===== src/rtl/qtr_pkg.sv =====
// Shared widths, types and helpers of the quartet ranking pipeline.
package qtr_pkg;

  localparam int unsigned LABEL_W = 11;
  localparam int unsigned RANK_W  = 37;
  localparam int unsigned PAIR_W  = 2 * LABEL_W;
  localparam int unsigned QUAD_W  = 2 * PAIR_W;
  localparam int unsigned CUBE_W  = 3 * LABEL_W;
  localparam int unsigned T3_W    = CUBE_W - 1;
  localparam int unsigned T2_W    = PAIR_W + 1;
  localparam int unsigned T1_W    = LABEL_W + 2;
  localparam int unsigned LO_W    = T2_W + 1;

  typedef logic [LABEL_W-1:0] label_t;

  // Topology of the canonical quartet a|b c|d.
  typedef enum logic [1:0] {
    TOPO_41_32 = 2'd0,
    TOPO_42_31 = 2'd1,
    TOPO_43_21 = 2'd2
  } topo_e;

  // Canonical labels and topology, carried alongside the arithmetic.
  typedef struct packed {
    topo_e  topo;
    label_t a;
    label_t b;
    label_t c;
    label_t d;
  } canon_t;

  // Binomial arguments (label minus one) in order of weight, four down to one.
  typedef struct packed {
    canon_t canon;
    label_t n4;
    label_t n3;
    label_t n2;
    label_t n1;
  } digits_t;

  // Each term already multiplied by three, reduced to the width it needs; t4 is cut to the rank width.
  typedef struct packed {
    canon_t              canon;
    logic [RANK_W-1:0]   t4;
    logic [T3_W-1:0]     t3;
    logic [T2_W-1:0]     t2;
    logic [T1_W-1:0]     t1;
  } terms_t;

  // Label minus one; a zero label counts as zero so that every term vanishes.
  function automatic label_t label_below(input label_t x);
    label_below = (x == '0) ? '0 : x - label_t'(1);
  endfunction

endpackage


===== src/rtl/qtr_canon.sv =====
// Canonical ordering of the quartet and choice of topology, two register stages.
module qtr_canon
  import qtr_pkg::*;
(
  input  logic    clk_i,
  input  logic    rst_ni,
  input  logic    valid_i,
  input  label_t  left_one_i,
  input  label_t  left_two_i,
  input  label_t  right_one_i,
  input  label_t  right_two_i,
  output logic    valid_o,
  output digits_t digits_o
);

  label_t  l_hi, l_lo, r_hi, r_lo;
  logic    lead_swap;
  label_t  a_d, b_d, c_d, d_d;
  logic    s1_valid_q;
  label_t  a_q, b_q, c_q, d_q;
  topo_e   topo_d;
  label_t  x4, x3, x2, x1;
  digits_t digits_d;
  logic    s2_valid_q;
  digits_t digits_q;

  // Each pair larger first, then the pair with the larger leader goes left.
  always_comb begin
    l_hi      = (left_one_i < left_two_i) ? left_two_i : left_one_i;
    l_lo      = (left_one_i < left_two_i) ? left_one_i : left_two_i;
    r_hi      = (right_one_i < right_two_i) ? right_two_i : right_one_i;
    r_lo      = (right_one_i < right_two_i) ? right_one_i : right_two_i;
    lead_swap = l_hi < r_hi;
    a_d       = lead_swap ? r_hi : l_hi;
    b_d       = lead_swap ? r_lo : l_lo;
    c_d       = lead_swap ? l_hi : r_hi;
    d_d       = lead_swap ? l_lo : r_lo;
  end

  // The topology decides which label feeds which binomial.
  always_comb begin
    if (b_q > c_q) begin
      topo_d = TOPO_43_21;
      x4 = a_q; x3 = b_q; x2 = c_q; x1 = d_q;
    end else if (b_q > d_q) begin
      topo_d = TOPO_42_31;
      x4 = a_q; x3 = c_q; x2 = b_q; x1 = d_q;
    end else begin
      topo_d = TOPO_41_32;
      x4 = a_q; x3 = c_q; x2 = d_q; x1 = b_q;
    end
    digits_d.canon.topo = topo_d;
    digits_d.canon.a    = a_q;
    digits_d.canon.b    = b_q;
    digits_d.canon.c    = c_q;
    digits_d.canon.d    = d_q;
    digits_d.n4         = label_below(x4);
    digits_d.n3         = label_below(x3);
    digits_d.n2         = label_below(x2);
    digits_d.n1         = label_below(x1);
  end

  // Valid bits of both stages.
  always_ff @(posedge clk_i or negedge rst_ni) begin
    if (!rst_ni) begin
      s1_valid_q <= 1'b0;
      s2_valid_q <= 1'b0;
    end else begin
      s1_valid_q <= valid_i;
      s2_valid_q <= s1_valid_q;
    end
  end

  // Data registers of both stages.
  always_ff @(posedge clk_i) begin
    a_q      <= a_d;
    b_q      <= b_d;
    c_q      <= c_d;
    d_q      <= d_d;
    digits_q <= digits_d;
  end

  assign valid_o  = s2_valid_q;
  assign digits_o = digits_q;

endmodule


===== src/rtl/qtr_terms.sv =====
// Falling-factorial products giving three times each binomial, two register stages.
module qtr_terms
  import qtr_pkg::*;
(
  input  logic    clk_i,
  input  logic    rst_ni,
  input  logic    valid_i,
  input  digits_t digits_i,
  output logic    valid_o,
  output terms_t  terms_o
);

  // Three times C(n,4) is n(n-1)(n-2)(n-3)/8, three times C(n,3) is
  // n(n-1)(n-2)/2, so no division by three is ever needed.
  logic [PAIR_W-1:0]  p4_q, q4_q, p3_q, p2_q;
  label_t             m3_q, n1_q;
  canon_t             canon_q;
  logic               s3_valid_q;
  logic [QUAD_W-1:0]  prod4;
  logic [CUBE_W-1:0]  prod3;
  logic [PAIR_W-2:0]  half2;
  terms_t             terms_d;
  terms_t             terms_q;
  logic               s4_valid_q;

  // Second stage: the wide products and the cheap small terms.
  always_comb begin
    prod4 = QUAD_W'(p4_q) * QUAD_W'(q4_q);
    prod3 = CUBE_W'(p3_q) * CUBE_W'(m3_q);
    half2 = p2_q[PAIR_W-1:1];
    terms_d.canon = canon_q;
    terms_d.t4    = prod4[RANK_W+2:3];
    terms_d.t3    = prod3[CUBE_W-1:1];
    terms_d.t2    = T2_W'(half2) + T2_W'({half2, 1'b0});
    terms_d.t1    = T1_W'(n1_q) + T1_W'({n1_q, 1'b0});
  end

  // Valid bits of both stages.
  always_ff @(posedge clk_i or negedge rst_ni) begin
    if (!rst_ni) begin
      s3_valid_q <= 1'b0;
      s4_valid_q <= 1'b0;
    end else begin
      s3_valid_q <= valid_i;
      s4_valid_q <= s3_valid_q;
    end
  end

  // First stage forms the pair products; a wrapped factor always meets a zero one.
  always_ff @(posedge clk_i) begin
    p4_q    <= PAIR_W'(digits_i.n4) * PAIR_W'(digits_i.n4 - label_t'(1));
    q4_q    <= PAIR_W'(digits_i.n4 - label_t'(2)) * PAIR_W'(digits_i.n4 - label_t'(3));
    p3_q    <= PAIR_W'(digits_i.n3) * PAIR_W'(digits_i.n3 - label_t'(1));
    m3_q    <= digits_i.n3 - label_t'(2);
    p2_q    <= PAIR_W'(digits_i.n2) * PAIR_W'(digits_i.n2 - label_t'(1));
    n1_q    <= digits_i.n1;
    canon_q <= digits_i.canon;
    terms_q <= terms_d;
  end

  assign valid_o = s4_valid_q;
  assign terms_o = terms_q;

endmodule


===== src/rtl/qtr_sum.sv =====
// Adder tree that folds the four terms and the topology into the rank, two stages.
module qtr_sum
  import qtr_pkg::*;
(
  input  logic              clk_i,
  input  logic              rst_ni,
  input  logic              valid_i,
  input  terms_t            terms_i,
  output logic              valid_o,
  output logic [RANK_W-1:0] rank_o,
  output canon_t            canon_o
);

  logic [RANK_W-1:0] hi_q;
  logic [LO_W-1:0]   lo_q;
  canon_t            canon5_q;
  logic              s5_valid_q;
  logic [RANK_W-1:0] rank_q;
  canon_t            canon6_q;
  logic              s6_valid_q;

  // Valid bits of both stages.
  always_ff @(posedge clk_i or negedge rst_ni) begin
    if (!rst_ni) begin
      s5_valid_q <= 1'b0;
      s6_valid_q <= 1'b0;
    end else begin
      s5_valid_q <= valid_i;
      s6_valid_q <= s5_valid_q;
    end
  end

  // Large terms and small terms are summed apart, then joined modulo the rank width.
  always_ff @(posedge clk_i) begin
    hi_q     <= terms_i.t4 + RANK_W'(terms_i.t3);
    lo_q     <= LO_W'(terms_i.t2) + LO_W'(terms_i.t1) + LO_W'(terms_i.canon.topo);
    canon5_q <= terms_i.canon;
    rank_q   <= hi_q + RANK_W'(lo_q);
    canon6_q <= canon5_q;
  end

  assign valid_o = s6_valid_q;
  assign rank_o  = rank_q;
  assign canon_o = canon6_q;

endmodule


===== src/rtl/quartet_topology_rank.sv =====
// Quartet ranking block: six register stages, one word accepted in every cycle.
// Throughput: one word per cycle; busy_o never rises, as the receiver cannot stall.
// Reset: rst_ni clears every valid bit at once; words in flight are dropped.
module quartet_topology_rank
  import qtr_pkg::*;
(
  input  logic              clk_i,
  input  logic              rst_ni,
  input  logic              start_i,
  output logic              busy_o,
  input  label_t            left_one_i,
  input  label_t            left_two_i,
  input  label_t            right_one_i,
  input  label_t            right_two_i,
  output logic              done_o,
  output logic [RANK_W-1:0] quartet_rank_o,
  output logic [1:0]        topology_case_o,
  output label_t            canon_left_big_o,
  output label_t            canon_left_small_o,
  output label_t            canon_right_big_o,
  output label_t            canon_right_small_o
);

  logic    accept;
  logic    digits_valid;
  digits_t digits;
  logic    terms_valid;
  terms_t  terms;
  canon_t  canon;

  // The pipeline never holds, so a word is taken whenever start is high.
  assign busy_o = 1'b0;
  assign accept = start_i & ~busy_o;

  qtr_canon u_canon (
    .clk_i       (clk_i),
    .rst_ni      (rst_ni),
    .valid_i     (accept),
    .left_one_i  (left_one_i),
    .left_two_i  (left_two_i),
    .right_one_i (right_one_i),
    .right_two_i (right_two_i),
    .valid_o     (digits_valid),
    .digits_o    (digits)
  );

  qtr_terms u_terms (
    .clk_i    (clk_i),
    .rst_ni   (rst_ni),
    .valid_i  (digits_valid),
    .digits_i (digits),
    .valid_o  (terms_valid),
    .terms_o  (terms)
  );

  qtr_sum u_sum (
    .clk_i   (clk_i),
    .rst_ni  (rst_ni),
    .valid_i (terms_valid),
    .terms_i (terms),
    .valid_o (done_o),
    .rank_o  (quartet_rank_o),
    .canon_o (canon)
  );

  // Canonical labels leave with the rank.
  assign topology_case_o     = canon.topo;
  assign canon_left_big_o    = canon.a;
  assign canon_left_small_o  = canon.b;
  assign canon_right_big_o   = canon.c;
  assign canon_right_small_o = canon.d;

endmodule


===== config.mk =====
export PLATFORM = sky130hd
export DESIGN_NAME = quartet_topology_rank
export DESIGN_NICKNAME = d
export VERILOG_FILES = /design/src/rtl/qtr_pkg.sv /design/src/rtl/qtr_canon.sv /design/src/rtl/qtr_terms.sv /design/src/rtl/qtr_sum.sv /design/src/rtl/quartet_topology_rank.sv
export SDC_FILE = /design/constraint.sdc
export NUM_CORES = 2
export LEC_CHECK = 0
export ABC_AREA = 1
export BUFFER_PORTS_ARGS = -buffer_cell sky130_fd_sc_hd__buf_4
export CORE_MARGIN = 4
export CORE_UTILIZATION = 59
export CTS_CLUSTER_DIAMETER = 60
export DETAILED_ROUTE_END_ITERATION = 6
export PLACE_DENSITY_LB_ADDON = 0.08
export SYNTH_ARGS = -nofsm -noshare
export SYNTH_HDL_FRONTEND = slang
export SYNTH_SLANG_ARGS = --single-unit

===== constraint.sdc =====
create_clock -name clk_i -period 6.1 [get_ports clk_i]
set_input_delay 0.305 -clock clk_i [delete_from_list [all_inputs] [get_ports clk_i]]
set_output_delay 0.305 -clock clk_i [all_outputs]
set_load 0.01 [all_outputs]

## Yosys cells after proc, flatten, opt, wreduce, memory -nomap -nowiden

Index checks and enable logic that the tools add are counted.

| cells by class | value |
|---|---|
| add/sub/neg operators | 16 |
| $mul | 6 |
| order comparisons | 5 |
| muxes and demuxes | 14 |
| reduce and logical (&&, ||, !) cells | 4 |

Operators by type and width:

| cell | number |
|---|---|
| $mux 11 | 13 |
| $mul 11x22->22 | 3 |
| $logic_not 11->1 | 4 |
| $sub 11x1->11 const B | 4 |
| $mul 22x22->40 | 1 |
| $add 37x24->37 | 1 |
| $add 37x32->37 | 1 |
| $sub 11x1->12 const B | 3 |
| $lt 11x11->1 | 3 |
| $mul 22x11->33 | 1 |
| $add 23x13->24 | 1 |
| $add 24x2->24 | 1 |
| $sub 11x2->12 const B | 2 |
| $add 21x22->23 | 1 |
| $gt 11x11->1 | 2 |
| $mul 22x22->22 | 1 |
| $add 11x12->13 | 1 |
| $sub 11x2->11 const B | 1 |
| $mux 1 | 1 |

| storage, ports and cells | value |
|---|---|
| register bits after elaboration | 637 |
| input bits | 47 |
| output and inout bits | 85 |
| logic and storage cells | 97 |

## Depth between registers and ports, before layout

| depth | value |
|---|---|
| depth in word-level cells | 4 |
| mapped depth | 35 |
| gate-level depth less buffers | 34 |

## By module

A second synthesis with hierarchy kept.

| second synthesis, totals | value |
|---|---|
| cells, all modules | 8365 |
| area total of the unflattened synthesis | 66460.0 um2 |

By module, submodules not included:

| module | instances | cells each | area an instance (um2) | sequential area each (um2) |
|---|---|---|---|---|
| qtr_terms | 1 | 6067 | 49742.7 | 6115.9 |
| qtr_sum | 1 | 1319 | 9579.2 | 3853.7 |
| qtr_canon | 1 | 977 | 7126.8 | 2732.6 |
| quartet_topology_rank | 1 | 2 | 11.3 | 0.0 |

## Worst setup path before layout

No wires, ideal clock.

| path | value |
|---|---|
| kind | register -> register |
| from | register u_canon.digits_q (netlist bit u_canon.digits_o[34]) |
| to | register u_terms.q4_q[21] |
| library setup time | 0.112 ns |
| arrival time | 6.534 ns |
| required time | 5.988 ns |
| setup slack | -0.546 ns |
| cell stages (with the launch flop) | 31 |
| path buffers | 1 |
| clock period less this slack | 6.646 ns |
| cell sequence | dfxtp_1 buf_2 clkinv_1 ha_1 inv_1 nor2_4 inv_2 nor3_2 inv_2 nor2_1 inv_1 fa_1 inv_1 fa_1 inv_1 fa_1 inv_1 fa_1 inv_1 fa_1 fa_1 fa_1 inv_1 ha_1 a21oi_1 a21boi_1 nor2_1 nor2_1 inv_1 nand2_1 nand2_1 |

| on the way | value |
|---|---|
| cells in the longest elaborated chain, start to end | 2 |
| elaborated cells between the ends (all ways) | 3 |
| classes of those cells | add/sub: 2; mul: 1 |

Ends and longest elaborated chain:

| element | RTL line | text |
|---|---|---|
| start: declaration | qtr_canon.sv:25 | `digits_t digits_q;` |
| start signal: assignment | qtr_canon.sv:80 | `digits_q <= digits_d;` |
| $sub 11x2->12 | qtr_terms.sv:52 | `q4_q <= PAIR_W'(digits_i.n4 - label_t'(2)) * PAIR_W'(digits_i.n4 - label_t'(3));` |
| $mul 22x22->22 * | qtr_terms.sv:52 |  |
| end signal: assignment | qtr_terms.sv:52 |  |
| end: declaration | qtr_terms.sv:15 | `logic [PAIR_W-1:0] p4_q, q4_q, p3_q, p2_q;` |

Every way passes the cells marked *; elsewhere a longest branch is shown, timed or not.
A chain may end at the register's enable or synchronous reset.

## Final worst setup path

| path | value |
|---|---|
| from | register u_canon.digits_q (netlist bit u_canon.digits_o[35]) |
| to | register u_terms.q4_q[19] |

The elaborated chain is that of the path after synthesis.

==> results.py <==
metrics = {
    "status": {
        "status": "finished with violations",
        "violations": "negative setup slack",
    },
    "synth": {
        "synth_cell_types": 66,
        "ys_warn_count": 0,
        "synth_cells": 7580,
        "yosys-top-cells-area": "fa_1 (32%), dfxtp_1 (19%), ha_1 (12%)",
        "synthFlopType": "dfxtp_1",
        "ys_ff_latch": 633,
        "seq_area_frac_synth_pct": 19.6,
        "synth_area_leader_cell": "fa_1",
        "syn_avg_cell_area_um2": 8.56,
        "synthArstFlopShare_pct": 0.948,
        "synthesis.area_um2": 64900,
        "synth_edf_count": 0,
        "synth.top_cell.area_share_pct": 32.4,
    },
    "grt": {
        "grt_pass1_vias": 51500,
        "grt_max_degree": 46,
        "globalRouteOverflowTotal": 0,
        "grt_pass1_wl_um": 263000,
        "grt_use_total_pct": 28.1,
        "antenna_found_initial": 7,
    },
    "timing": {
        "hold_viol": 0,
        "fin_skew_ns": 0.0136,
        "slew_viol_final": 0,
        "final.setup.worst_slack_ns": -0.0284,
        "setup_viol": 1,
        "max_freq_mhz": 163,
        "post-route-period-util_pct": 100,
        "min_period_ns": 6.13,
        "slew_headroom_pct": 21.0,
        "rsz0062_at_grt": "true",
        "tightest_slew_ns": 1.18,
    },
    "drt": {
        "wire_per_inst_um": 16.6,
        "drcViolationCount": 0,
        "ant_nets": 0,
        "drt-initial-drc-count": 3106,
        "routed_wl_um": 159000,
        "drt_first_pass_iters": 5,
        "vias": 49300,
        "via_per_inst": 5.16,
    },
    "finish": {
        "syn_to_final_growth_pct": 14.2,
        "drive_gt1_share_pct": 12.2,
        "final_util_pct": 68.0,
        "nets": 9801,
    },
    "floorplan": {
        "dieHeight_um": 340,
        "die_area_um2": 115000,
        "die_w_um": 340,
        "ios": 132,
        "start_util_pct": 59.5,
        "core_um2": 109000,
        "num_rows": 121,
    },
    "clocking": {
        "htree_levels": 3,
        "clk_latency_ns": 0.65,
        "cts.sinks": 633,
        "cts_buffers": 75,
        "path_clk_slew_ns": 0.06,
        "max-clock-path-buffers": 3,
        "cts_tree": "yes",
        "cts-root-buf": "clkbuf_16",
    },
    "place": {
        "dp_slack_ns": -0.273,
        "gp_congestion": 0.941,
        "io_buffers": 130,
        "dpl.hpwl_um": 133000,
    },
    "worst_setup_path": {
        "crit_type": "reg2reg",
        "cp.required_ns": 6.63,
        "critPathCaptureType": "register",
        "crit_fanout": 4,
        "critPathArrivalTime_ns": 6.66,
        "critPathLaunchType": "register",
    },
    "job": {
        "maxCapViolCount": 0,
    },
    "worst_hold_path": {
        "hold_path.class": "in2reg",
    },
}
[state kept, by name, summed over array words and instances, names as in the netlist, 11 cells and up]
register	count
u_terms.q4_q	21
u_terms.canon_q	46
u_sum.hi_q	37
u_terms.terms_o	151
u_sum.canon5_q	46
u_sum.lo_q	24
u_terms.p2_q	21
u_canon.digits_o	90
u_terms.m3_q	11
u_sum.rank_o	37
u_terms.p3_q	21
u_sum.canon_o	46
u_terms.p4_q	21
u_canon.a_q	11
u_canon.b_q	11
u_canon.c_q	11
u_canon.d_q	11
u_terms.n1_q	11
[worst max-delay path: stages, from the launching register on]
cell and delay [ns]:
dfxtp_4 0.37, inv_4 0.08, ha_4 0.15, inv_4 0.04, nor2_4 0.10, inv_4 0.06, nor3_4 0.24, inv_4 0.09
nor2_4 0.13, inv_2 0.05, fa_1 0.54, inv_2 0.05, fa_2 0.54, inv_2 0.06, buf_6 0.11, fa_1 0.54
fa_1 0.45, fa_1 0.55, fa_2 0.45, fa_1 0.52, inv_2 0.05, ha_4 0.25, nand2_2 0.06, inv_2 0.04
a21boi_4 0.15, buf_4 0.15, o21ai_2 0.06, xor2_1 0.15
[cells by family after synthesis]
logic type | after synthesis | share of synthesized area (%)
flops | 633 | 19.6
other cells | 2 | 0.0116
simple gates | 2431 | 15.2
fa+ha+maj | 1672 | 44.4
compound gates | 634 | 5.51
buf+inv | 1894 | 11.1
xor+xnor | 314 | 4.25
[layer usage]
metal / wire length, um / track usage, % / vias up
li1: - / - / 23700
met2: 72800 / 45.6 / 1449
met1: 72000 / 40.1 / 24000
met4: 4010 / 6.63 / 0
met3: 10200 / 4.08 / 251
met5: 0 / 0 / -
[synthesized netlist by cell type, types with 8 or more instances]
master	instances
nor4_1	11
o211ai_1	11
inv_2	15
a31oi_1	26
o21a_1	11
o21ai_1	36
nor2_2	16
nor2_1	431
nand4_1	32
xor2_1	195
a21boi_0	8
fa_1	1050
a21oi_1	291
buf_2	13
nand3_1	174
o21bai_1	17
o21ai_0	165
dfxtp_1	627
ha_1	622
nand2_2	8
o21ai_2	11
a21o_1	22
nand2_1	1673
inv_1	1673
xnor2_1	118
buf_6	8
nand3_2	8
nor3_1	40
clkbuf_1	165
[path summary, 6_finish.rpt]
check | slack [ns] | cells past startpoint | endpoint | start
setup / recovery | -0.03 | 27 | u_terms.q4_q[19]$_DFF_P_ | u_canon.digits_o[35]$_SDFF_PN0_
hold reg to reg | 0.32 | 0 | u_terms.canon_q[27]$_DFF_P_ | u_canon.digits_o[71]$_DFF_P_
hold / removal | 0.05 | 5 | u_canon.d_q[5]$_DFF_P_ | right_two_i[5]
min in group asynchronous | 0.60 | 3 | u_sum.valid_o$_DFF_PN0_ | rst_ni
max in group asynchronous | 5.30 | 3 | u_sum.s5_valid_q$_DFF_PN0_ | rst_ni
setup reg to reg | -0.03 | 27 | u_terms.q4_q[19]$_DFF_P_ | u_canon.digits_o[35]$_SDFF_PN0_
[metrics by stage]
stage | hold WS (ns) | std cells | area, um2 | setup TNS [ns]
3_3_place_gp | 0.112 | 9392 | 70300 | -0.921
3_5_place_dp | 0.116 | 9392 | 70300 | -2.45
5_1_grt | 0.0460 | 9556 | 74100 | -2.20
4_1_cts | 0.00538 | 9536 | 73300 | 0
2_1_floorplan | 0.00941 | 7647 | 65300 | -0.0594
6_report | 0.0507 | 9556 | 74100 | -0.0284
[placed cells by master, fill, tap and decap left out, drive strengths merged, types with 7 or more instances in the layout]
cell type and n:
o21ai 212, nor2 453, a21oi 293, bufinv 10, clkinvlp 7, nand2 1687
o211ai 12, clkinv 18, dfxtp 627, clkbuf 91, o21a 11, inv 1710
buf 549, xnor2 119, nor3 41, ha 622, a21o 22, nand4 34
a21boi 13, xor2 195, nand3b 8, conb 69, nor4 11, o21bai 17
fa 1050, a31oi 26, nand3 183
[timing repair]
item / 4_1_cts / 5_1_grt
endpoints found under the hold margin: 7 / 0
cloned: 0 / 2
buffers inserted: 5 / 17
hold buffers: 3 / 0
endpoints found under the setup margin: 22 / 48
resized for setup: 52 / 215
pin swaps: 16 / 61
[cell type report]
| class | count | area, um2 |
|---|---|---|
| multi-input combinational | 5120 | 46000 |
| fill | 9110 | 34900 |
| sequential | 633 | 12800 |
| inverter | 1698 | 6410 |
| timing repair buffer | 554 | 4430 |
| clock buffer | 89 | 2050 |
| tap | 1414 | 1770 |
| clock inverter | 47 | 672 |
| antenna | 1 | 2.50 |
Power is not shown: default switching activity piles up to over one toggle a cycle in this logic, so the estimate is an artifact.
